[src/sv/fca_pkg.sv]
// shared constants, codes and control types of the block allocation table
`default_nettype none

package fca_pkg;

  localparam int BLOCKS_DEF = 1024;
  localparam int LINKS_DEF  = 512;
  localparam int END_DEF    = 0;
  localparam int FREE_DEF   = 65535;

  localparam int ACT_W  = 2;
  localparam int BLK_W  = 10;
  localparam int STAT_W = 2;
  localparam int IDX_W  = 10;
  localparam int LINK_W = 16;

  localparam logic [ACT_W-1:0] ACT_FORMAT = 2'd0;
  localparam logic [ACT_W-1:0] ACT_FIND   = 2'd1;
  localparam logic [ACT_W-1:0] ACT_FREE   = 2'd2;
  localparam logic [ACT_W-1:0] ACT_FOLLOW = 2'd3;

  localparam logic [STAT_W-1:0] ST_OK     = 2'd0;
  localparam logic [STAT_W-1:0] ST_NOFREE = 2'd1;
  localparam logic [STAT_W-1:0] ST_BROKEN = 2'd2;

  localparam logic [1:0] IDX_ZERO  = 2'd0;
  localparam logic [1:0] IDX_ROOT  = 2'd1;
  localparam logic [1:0] IDX_FOUND = 2'd2;

  typedef struct packed {
    logic              load;
    logic              fmt_wr;
    logic              find_go;
    logic              rd_cur;
    logic              wr_free;
    logic              res_en;
    logic [STAT_W-1:0] res_status;
    logic [1:0]        res_idx;
    logic              res_link;
  } cmd_t;

  typedef struct packed {
    logic cnt_last;
    logic blk_ok;
    logic fhit;
    logic flast;
    logic rd_end;
    logic rd_free;
    logic rd_out;
    logic steps_full;
  } sts_t;

endpackage

`default_nettype wire

[src/sv/fca_ctrl.sv]
// controller state machine for format, find-free, free-chain and follow
`default_nettype none

module fca_ctrl (
  input  wire logic                       clk,
  input  wire logic                       rst,
  input  wire logic                       start,
  input  wire logic [fca_pkg::ACT_W-1:0]  action,
  input  wire fca_pkg::sts_t              sts,
  output fca_pkg::cmd_t                   cmd,
  output logic                            busy
);
  import fca_pkg::*;

  localparam logic [2:0] S_IDLE    = 3'd0;
  localparam logic [2:0] S_FMT     = 3'd1;
  localparam logic [2:0] S_FIND    = 3'd2;
  localparam logic [2:0] S_CH_RD   = 3'd3;
  localparam logic [2:0] S_CH_WR   = 3'd4;
  localparam logic [2:0] S_FOL_RD  = 3'd5;
  localparam logic [2:0] S_FOL_RES = 3'd6;

  logic [2:0] state;
  logic [2:0] state_next;
  logic       report;
  logic       report_next;

  always_ff @(posedge clk) begin
    if (rst) begin
      state  <= S_FMT;
      report <= 1'b0;
    end else begin
      state  <= state_next;
      report <= report_next;
    end
  end

  assign busy = (state != S_IDLE);

  always_comb begin
    cmd         = '0;
    state_next  = state;
    report_next = report;
    unique case (state)
      S_IDLE: begin
        if (start) begin
          cmd.load = 1'b1;
          unique case (action)
            ACT_FORMAT: begin
              state_next  = S_FMT;
              report_next = 1'b1;
            end
            ACT_FIND: begin
              state_next = S_FIND;
            end
            ACT_FREE: begin
              if (sts.blk_ok) begin
                state_next = S_CH_RD;
              end else begin
                cmd.res_en     = 1'b1;
                cmd.res_status = ST_BROKEN;
              end
            end
            ACT_FOLLOW: begin
              if (sts.blk_ok) begin
                state_next = S_FOL_RD;
              end else begin
                cmd.res_en     = 1'b1;
                cmd.res_status = ST_BROKEN;
              end
            end
            default: begin
              state_next = S_IDLE;
            end
          endcase
        end
      end
      S_FMT: begin
        cmd.fmt_wr = 1'b1;
        if (sts.cnt_last) begin
          state_next = S_IDLE;
          if (report) begin
            cmd.res_en     = 1'b1;
            cmd.res_status = ST_OK;
            cmd.res_idx    = IDX_ROOT;
          end
        end
      end
      S_FIND: begin
        cmd.find_go = 1'b1;
        if (sts.fhit) begin
          cmd.res_en     = 1'b1;
          cmd.res_status = ST_OK;
          cmd.res_idx    = IDX_FOUND;
          state_next     = S_IDLE;
        end else if (sts.flast) begin
          cmd.res_en     = 1'b1;
          cmd.res_status = ST_NOFREE;
          state_next     = S_IDLE;
        end
      end
      S_CH_RD: begin
        if (sts.steps_full) begin
          cmd.res_en     = 1'b1;
          cmd.res_status = ST_BROKEN;
          state_next     = S_IDLE;
        end else begin
          cmd.rd_cur = 1'b1;
          state_next = S_CH_WR;
        end
      end
      S_CH_WR: begin
        if (sts.rd_end) begin
          cmd.wr_free    = 1'b1;
          cmd.res_en     = 1'b1;
          cmd.res_status = ST_OK;
          state_next     = S_IDLE;
        end else if (sts.rd_free) begin
          cmd.res_en     = 1'b1;
          cmd.res_status = ST_BROKEN;
          state_next     = S_IDLE;
        end else begin
          cmd.wr_free = 1'b1;
          if (sts.rd_out) begin
            cmd.res_en     = 1'b1;
            cmd.res_status = ST_BROKEN;
            state_next     = S_IDLE;
          end else begin
            state_next = S_CH_RD;
          end
        end
      end
      S_FOL_RD: begin
        cmd.rd_cur = 1'b1;
        state_next = S_FOL_RES;
      end
      S_FOL_RES: begin
        cmd.res_en     = 1'b1;
        cmd.res_status = ST_OK;
        cmd.res_link   = 1'b1;
        state_next     = S_IDLE;
      end
      default: begin
        state_next = S_IDLE;
      end
    endcase
  end

endmodule

`default_nettype wire

[config.mk]
export PLATFORM = sky130hd
export DESIGN_NAME = fca_ctrl
export DESIGN_NICKNAME = d
export VERILOG_FILES = /design/src/sv/fca_pkg.sv /design/src/sv/fca_ctrl.sv
export SDC_FILE = /design/constraint.sdc
export NUM_CORES = 1
export LEC_CHECK = 0
export BUFFER_PORTS_ARGS = -buffer_cell sky130_fd_sc_hd__buf_4
export CAP_MARGIN = 20
export CORE_AREA = 2 2 39 41
export DETAILED_ROUTE_END_ITERATION = 12
export DIE_AREA = 0 0 41 43
export PLACE_DENSITY = 0.65
export SLEW_MARGIN = 25
export SYNTH_ARGS = -nofsm -noshare
export SYNTH_HDL_FRONTEND = slang
export SYNTH_SLANG_ARGS = --single-unit
[constraint.sdc]
create_clock -name clk -period 2.2 [get_ports clk]
set_input_delay 0.11 -clock clk [delete_from_list [all_inputs] [get_ports clk]]
set_output_delay 0.11 -clock clk [all_outputs]
set_load 0.03 [all_outputs]
==> flow_summary.toml, run 1 <==
[status]
status = "finished clean"

[power]
p_int_mw = 0.199
fin_total_pwr_mw = 0.319
power_density_mw_per_mm2 = 483
comb_power_share_pct = 42.2
pwr-share-clk_pct = 28.7
seqPwrFrac_pct = 29.1
power.leakage_nw = 0.316
p_sw_mw = 0.120
worst_ir_drop_vdd_uv = 232
p_sw_share_pct = 37.6

[floorplanning]
io_pins = 25
die_h_um = 43
die_area_mm2 = 0.00176
start_util_pct = 34.1
die_x_um = 41
core_area_mm2 = 0.00138
row_count = 14

[timing]
fin_tns_setup_ns = 0
fin_skew_ns = 0.00163
max_freq_mhz = 556
grt_setup_unrepaired = "no"
maxSlewViolCount = 0
max_slew_margin_pct = 75.0
finalSetupViolCount = 0
min_period_ns = 1.80
worstMarginPinSlew_ns = 0.375
hold_violations = 0
final.period_utilization_pct = 81.8

[final_layout]
antennaDiodeCount = 0
drive_above_1_share_pct = 36.5
final_cell_mix = "24 x buf_4, 8 x inv_1, 6 x nor2_1, 6 x a21oi_1"
final_common_cell = "buf_4"
syn2layout_area_growth_pct = 40.1
nNetsFinal = 104

[worst_setup_path]
crit_buf_inv = 2
critical_path_depth = 5
worst_r2r_path_depth = 4
worstPathMaxFanout = 10
crit_path_start = "state[1]$_SDFFE_PP0P_"
cp-start-kind = "register"
reg2reg_from = "state[1]$_SDFFE_PP0P_"
worstPathCellList = "inv_1 > nor3_1 > o21ai_0 > o2111ai_1 > buf_4"
worst_ep_arrival_time_ns = 1.69
crit_family = "flip-flops"
rrSetupSlack_ns = 0.86
critPathCaptureType = "output port"
critical_path_class = "register to output port"
worstPathRequired_ns = 2.09
slowest_delay_ns = 0.51
endpoint = "cmd[5]"
rr_endpoint = "state[1]$_SDFFE_PP0P_"
slowest_stage = "dfxtp_1"

[grt]
grt_usage_pct = 15.8
grt_max_degree = 11
grt_pass1_wl_um = 1940
grt-ovfl-total = 0
antenna_found_initial = 0
grt_pass1_vias = 494

[clock_tree]
cts-resized-gates = 0
clkTransAtPathRegs_ns = 0.04
clkLatencyLatePin_ns = 0.24
post-cts-setup-buffers = 0
cts.sinks = 4
h-tree-depth = 1
cts-root-buf = "clkbuf_4"
numCtsBuffers = 3
cts_hold_buffers = 0
clockBufferDepth = 2
cts_tree = "done"

[hold_path]
worstHoldStart = "rst"
hold_path_class = "input port to register"
hold_depth = 2

[drt]
vias = 514
routedWlPerCell_um = 11.5
dr.pass1.iters = 5
via_per_inst = 5.09
routed_wl_um = 1170
drc_errors = 0
drtIter0Drc = 5
ant_nets = 0

[placement]
dp_hpwl_um = 976
numPortBuffers = 24
gp_congestion = 0.728

[yosys]
yosysSeqAreaShare_pct = 17.0
netlist_area_um2 = 472
syn_avg_cell_area_um2 = 7.73
synth_cells = 61
yosys_warnings = 0
syn_nets = 78
ys_seq_elements = 4
synth.distinct_cells = 29

[job]
drv_cap = 0
flip-flops by register name (all words and copies together), names as in the netlist:
signal  count
report      1
state       3
worst min path at each step:
stage	end	slack (ns)
floorplan	report$_SDFFE_PP0P_	0.18
global placement	report$_SDFFE_PP0P_	0.31
detailed placement	report$_SDFFE_PP0P_	0.31
CTS	report$_SDFFE_PP0P_	0.06
global route	report$_SDFFE_PP0P_	0.07
finish	report$_SDFFE_PP0P_	0.07
layout make-up:
class	count	area (um2)
Clock buffer	3	22.5
Fill cell	155	723
Sequential cell	4	80.1
Multi-Input combinational cell	46	328
Timing Repair Buffer	24	180
Tap cell	16	20.0
Inverter	8	30.0
routing by layer:
metal  vias to the layer above  share of wire (%)  wire length [um]  track usage, %
li1                        261                  -                 -               -
met1                       232                 43               502            19.5
met2                        21                 48               562            24.4
met3                         0                8.7               101            5.24
met4                         0                  0                 0            6.00
met5                         -                  0                 0               0
cell families (layout without fill, tap and decap cells):
kind of cell	count (synthesis)	count (layout)	share of synthesized area [%]
compound gates	15	15	21.0
simple gates	26	26	35.8
buf+inv	11	35	13.5
mux	1	1	2.12
flops	4	4	17.0
fa+ha+maj	4	4	10.6
power groups by stage:
stage	clock [mW]	combinational (mW)	sequential [mW]
finish	0.0915	0.135	0.0929
global route	0.103	0.146	0.0951
global placement	0	0.134	0.0936
floorplan	0	0.101	0.0816
detailed placement	0	0.135	0.0941
CTS	0.0942	0.136	0.0931
stage by stage:
stage	std cells	hold slack, ns	area (um2)	util (%)	setup WS [ns]
4_1_cts	101	0.0645	661	47.7	0.390
3_3_place_gp	98	0.311	638	46.1	0.682
5_1_grt	101	0.0659	661	47.7	0.202
3_5_place_dp	98	0.312	638	46.1	0.644
2_1_floorplan	61	0.182	472	-	0.242
6_report	101	0.0682	661	47.7	0.401
cells in the mapped netlist (all sizes together):
cell type  number  area, um2
nor3            5       36.3
nor4            1       6.26
nor2b           2       12.5
o21ai           3       15.0
o31ai           1       7.51
mux2i           1       10.0
nand3           1       5.00
nor2            6       22.5
ha              4       50.1
and2b           1       8.76
buf             3       33.8
o221ai          1       8.76
inv             8       30.0
nor4b           1       15.0
o2bb2ai         1       15.0
a31oi           1       6.26
and2            2       12.5
nand2b          1       6.26
or3b            1       8.76
o21a            1       7.51
nand2           1       3.75
o2111ai         1       8.76
a21oi           6       30.0
or2b            1       7.51
nor3b           2       15.0
and3b           1       8.76
dfxtp           4       80.1
No activity file was read; power rests on OpenSTA's default activity.
==> inputs of run 2 (changes only) <==
- ABC_AREA: not set -> 1
- PLACE_DENSITY: 0.65 -> 0.66
- clock period: 2.2 -> 1.5 ns (I/O delays scaled with it)
==> flow_summary.toml, run 2 <==
[power]
power_density_mw_per_mm2 = 953
worst_ir_drop_vdd_uv = 362
fin_total_pwr_mw = 0.690
power.leakage_nw = 0.409

[drt]
routed_wl_um = 1180
vias = 563
ant_nets = 0
routedWlPerCell_um = 9.74
drtIter0Drc = 12
via_per_inst = 4.65
drc_errors = 0
dr.pass1.iters = 4

[clock_tree]
numCtsBuffers = 3
clkLatencyLatePin_ns = 0.23
cts_hold_buffers = 0
clkTransAtPathRegs_ns = 0.04
cts-root-buf = "clkbuf_4"
cts_tree = "done"
cts.sinks = 4
clockBufferDepth = 2
h-tree-depth = 1

[floorplanning]
start_util_pct = 32.7
die_x_um = 41
io_pins = 25
die_h_um = 43
die_area_mm2 = 0.00176
core_area_mm2 = 0.00138
row_count = 14

[grt]
grt_pass1_vias = 505
antenna_found_initial = 0
grt_usage_pct = 15.3
grt-ovfl-total = 0
grt_pass1_wl_um = 1880
grt_max_degree = 7

[yosys]
synth.distinct_cells = 19
yosysSeqAreaShare_pct = 17.7
syn_avg_cell_area_um2 = 5.96
netlist_area_um2 = 453
async_flop_share_pct = 0
yosysTopAreaCellShare_pct = 17.7
synth_cells = 76
synth_commonest_cells = "15 x inv_1, 13 x nand2_1, 10 x nor2_1"
synth_edf_count = 0
synth_top_area_cell = "dfxtp_1"
ys_seq_elements = 4
yosys_warnings = 0
yosysMostFrequentCell = "inv_1"
ys_top_cells_by_area = "dfxtp_1 18%, inv_1 12%, ha_1 11%"
ys.flop_type = "dfxtp_1"
syn_nets = 93

[worst_setup_path]
critical_path_class = "register to output port"
cp-start-kind = "register"
worstPathMaxFanout = 4
worst_ep_arrival_time_ns = 1.37
rrSetupSlack_ns = 0.31
worst_r2r_path_depth = 10
rr_endpoint = "state[1]$_SDFFE_PP0P_"
reg2reg_from = "state[0]$_SDFFE_PP1P_"
worstPathRequired_ns = 1.42
critPathCaptureType = "output port"

[final_layout]
syn2layout_area_growth_pct = 59.9
reg.largest.list = "state x3, report x1"
nNetsFinal = 124
largest-register = "state"
drive_above_1_share_pct = 43.8
antennaDiodeCount = 0
fin_util_pct = 52.4
final_common_cell = "buf_4"
largest_reg_flops = 3
final_cell_mix = "25 x buf_4, 15 x inv_1, 13 x nand2_1"
postLayoutCellArea_um2 = 724

[timing]
grt_setup_unrepaired = "yes"
worstMarginPinSlew_ns = 0.256
maxSlewViolCount = 0
finalSetupViolCount = 0
fin_tns_setup_ns = 0
hold_violations = 0
fin_skew_ns = 0.00377
holdWs_ns = 0.0136
min_period_ns = 1.44
max_slew_margin_pct = 82.8
max_freq_mhz = 692
final.period_utilization_pct = 96.3

[status]
status = "finished clean"

[placement]
numPortBuffers = 24
placed_cell_area_um2 = 658
gp_congestion = 0.842
dp_hpwl_um = 978

[hold_path]
holdPathEnd = "state[2]$_SDFFE_PP0P_"
hold_path_class = "input port to register"
worstHoldStart = "rst"
hold_depth = 2

[job]
drv_cap = 0
[run 2: changes by cell type after synthesis, sizes merged, moves of 2 or more]
cell / before / now
and2: 2 / 0
buf: 3 / 0
inv: 8 / 19
nor3b: 2 / 0
nor2b: 2 / 0
nand2: 1 / 14
a21oi: 6 / 2
nand3: 1 / 7
nor2: 6 / 14
[run 2: layout make-up]
cell class | count | area (um2)
tap | 16 | 20.0
clock buffer | 3 | 22.5
sequential | 4 | 88.8
timing repair buffer | 26 | 199
fill | 134 | 659
inverter | 19 | 71.3
multi-input combinational | 53 | 323
[run 2: worst max path at each step]
stage	startpoint	cells past startpoint	to	slack [ns]
2_1_floorplan	state[0]$_SDFFE_PP1P_	4	cmd[5]	0.06
3_3_place_gp	state[1]$_SDFFE_PP0P_	5	cmd[4]	0.22
3_5_place_dp	state[1]$_SDFFE_PP0P_	5	cmd[4]	0.19
4_1_cts	state[1]$_SDFFE_PP0P_	5	cmd[4]	0.04
5_1_grt	state[0]$_SDFFE_PP1P_	5	cmd[4]	-0.004
6_report	state[0]$_SDFFE_PP1P_	5	cmd[4]	0.06
[run 2: kinds of logic (layout without fill, tap and decap cells)]
| family | after synthesis | after routing | share of synthesized area (%) |
|---|---|---|---|
| buffers and inverters | 19 | 48 | 15.7 |
| DFF | 4 | 4 | 17.7 |
| AOI/OAI and AO/OA | 7 | 7 | 9.12 |
| adders and majority gates | 4 | 4 | 11.1 |
| and+or+nand+nor | 42 | 42 | 46.4 |
[run 2: power breakdown]
part | switching, mW | internal, mW | leakage [nW]
sequential | 0.0331 | 0.128 | 0.0342
clock | 0.0434 | 0.0895 | 0.0138
combinational | 0.236 | 0.160 | 0.361
total | 0.312 | 0.378 | 0.409
[run 2: layer usage]
| layer | global-route usage, % | share of wire, % |
|---|---|---|
| met3 | 3.14 | 4.9 |
| met2 | 25.0 | 54 |
| met1 | 18.4 | 41 |
| met5 | 0 | 0 |
| met4 | 6.00 | 0 |
[run 2: worst max-delay path: stages (launching register included)]
cell	delay [ns]
dfxtp_4	0.36
nor3_4	0.19
nand2_1	0.09
or2_1	0.23
o221ai_1	0.08
buf_4	0.19
[run 2: through the flow]
step / instances / worst slack (ns)
finish: 121 / 0.0555
global route: 121 / -0.00362
CTS: 120 / 0.0433
detailed placement: 116 / 0.191
global placement: 116 / 0.223
floorplan: 76 / 0.0592
[run 2: what timing repair did]
action                                  4_1_cts  5_1_grt
resized for setup                             4        5
gates cloned                                  0        0
pin swaps                                     1        1
buffers inserted                              1        1
endpoints found under the setup margin        2        2
==> inputs of run 3 (changes only) <==
- GPL_TIMING_DRIVEN: not set -> 0
- HOLD_SLACK_MARGIN: not set -> 0.03
==> flow_summary.toml, run 3 (synthesis results as in run 2) <==
[status]
status = "finished clean"

[grt]
grt-ovfl-total = 0
antenna_found_initial = 0
grt_pass1_vias = 484
grt_pass1_wl_um = 1790
grt_usage_pct = 14.7
grt_max_degree = 7

[final_layout]
largest_reg_flops = 3
reg.largest.list = "state x3, report x1"
final_cell_mix = "24 x buf_4, 15 x inv_1, 13 x nand2_1"
fillers = 136
final_common_cell = "buf_4"
drive_above_1_share_pct = 44.8
syn2layout_area_growth_pct = 61.3
postLayoutCellArea_um2 = 731
antennaDiodeCount = 0
nNetsFinal = 124
largest-register = "state"

[timing]
max_freq_mhz = 690
worstMarginPinSlew_ns = 0.252
max_slew_margin_pct = 83.1
hold_violations = 0
maxSlewViolCount = 0
grt_setup_unrepaired = "yes"
finalSetupViolCount = 0
finalWorstSetupSlack_ns = 0.0500
min_period_ns = 1.45
final.period_utilization_pct = 96.7
fin_tns_setup_ns = 0
fin_skew_ns = 0.00310

[clock_tree]
clkLatencyLatePin_ns = 0.23
cts_tree = "done"
cts-root-buf = "clkbuf_4"
clockBufferDepth = 2
cts.sinks = 4
clkTransAtPathRegs_ns = 0.04
h-tree-depth = 1
numCtsBuffers = 3

[power]
worst_ir_drop_vdd_uv = 450
fin_total_pwr_mw = 0.679
power.leakage_nw = 0.411
power_density_mw_per_mm2 = 929

[floorplanning]
die_x_um = 41
die_area_mm2 = 0.00176
row_count = 14
start_util_pct = 32.7
die_h_um = 43
core_area_mm2 = 0.00138
io_pins = 25

[worst_setup_path]
critical_path_class = "register to output port"
critPathCaptureType = "output port"
endpoint = "cmd[4]"
reg2reg_from = "state[2]$_SDFFE_PP0P_"
worst_r2r_path_depth = 7
crit_path_start = "state[2]$_SDFFE_PP0P_"
worstPathMaxFanout = 5
rrSetupSlack_ns = 0.35
worstPathRequired_ns = 1.42
rr_endpoint = "state[1]$_SDFFE_PP0P_"
worst_ep_arrival_time_ns = 1.37
cp-start-kind = "register"

[job]
drv_cap = 0

[placement]
gp_congestion = 0.820
numPortBuffers = 24
dp_hpwl_um = 944
placed_cell_area_um2 = 658
pre_cts_ws_ns = 0.167

[drt]
ant_nets = 0
routed_wl_um = 1130
drc_errors = 0
via_per_inst = 4.58
dr.pass1.iters = 4
drtIter0Drc = 6
vias = 554
routedWlPerCell_um = 9.30

[hold_path]
worstHoldStart = "sts[7]"
hold_path_class = "input port to register"
## run 3: changes by cell type in the layout (fill, tap and decap cells not counted), sizes merged
| cell | delta |
|---|---|
| dlygate4sd3 | +1 |
| buf | -1 |
## run 3: stage by stage
stage,utilization (%),hold slack [ns],std cells
2_1_floorplan,-,0.144,76
3_3_place_gp,47.6,0.260,116
3_5_place_dp,47.6,0.258,116
4_1_cts,51.1,0.181,121
5_1_grt,52.8,0.180,121
6_report,52.8,0.170,121
## run 3: worst min path at each step
| stage | endpoint | cells past startpoint | slack, ns |
|---|---|---|---|
| after floorplan | report$_SDFFE_PP0P_ | 1 | 0.14 |
| after global placement | report$_SDFFE_PP0P_ | 2 | 0.26 |
| final | state[0]$_SDFFE_PP1P_ | 4 | 0.17 |
| after CTS | state[0]$_SDFFE_PP1P_ | 4 | 0.18 |
| after detailed placement | report$_SDFFE_PP0P_ | 2 | 0.26 |
| after global routing | state[0]$_SDFFE_PP1P_ | 4 | 0.18 |
## run 3: repair_timing
action	in CTS	in global routing
hold buffers	1	0
hold endpoints to repair	2	0
pin swaps	1	3
setup buffers	1	0
endpoints found under the setup margin	2	2
gates resized for setup	3	7
## run 3: layout make-up
| class | count | area [um2] | area share, % |
|---|---|---|---|
| multi-input cells | 53 | 327 | 44.7 |
| well taps | 16 | 20.0 | 2.74 |
| clock buffers | 3 | 22.5 | 3.08 |
| flip-flops and latches | 4 | 88.8 | 12.2 |
| inverters | 19 | 71.3 | 9.76 |
| repair buffers | 26 | 201 | 27.6 |
## run 3: critical path, stage by stage, from the launching register on
cell and delay [ns]:
dfxtp_4 0.36, nor3_4 0.19, nand2_1 0.09, or2_4 0.26, o221ai_2 0.06, buf_4 0.18
## run 3: power by group
part           internal (mW)  total [mW]  switching, mW
Combinational          0.155       0.386          0.230
Sequential             0.127       0.161         0.0338
Clock                 0.0894       0.133         0.0431
Total                  0.372       0.679          0.307
## run 3: routing by layer
layer  vias to the layer above  GRT usage, %  wire length, um
met4                         0          2.00                0
li1                        295             -                -
met2                        17          27.2              628
met3                         0          4.71               67
met1                       242          15.2              429
met5                         -             0                0
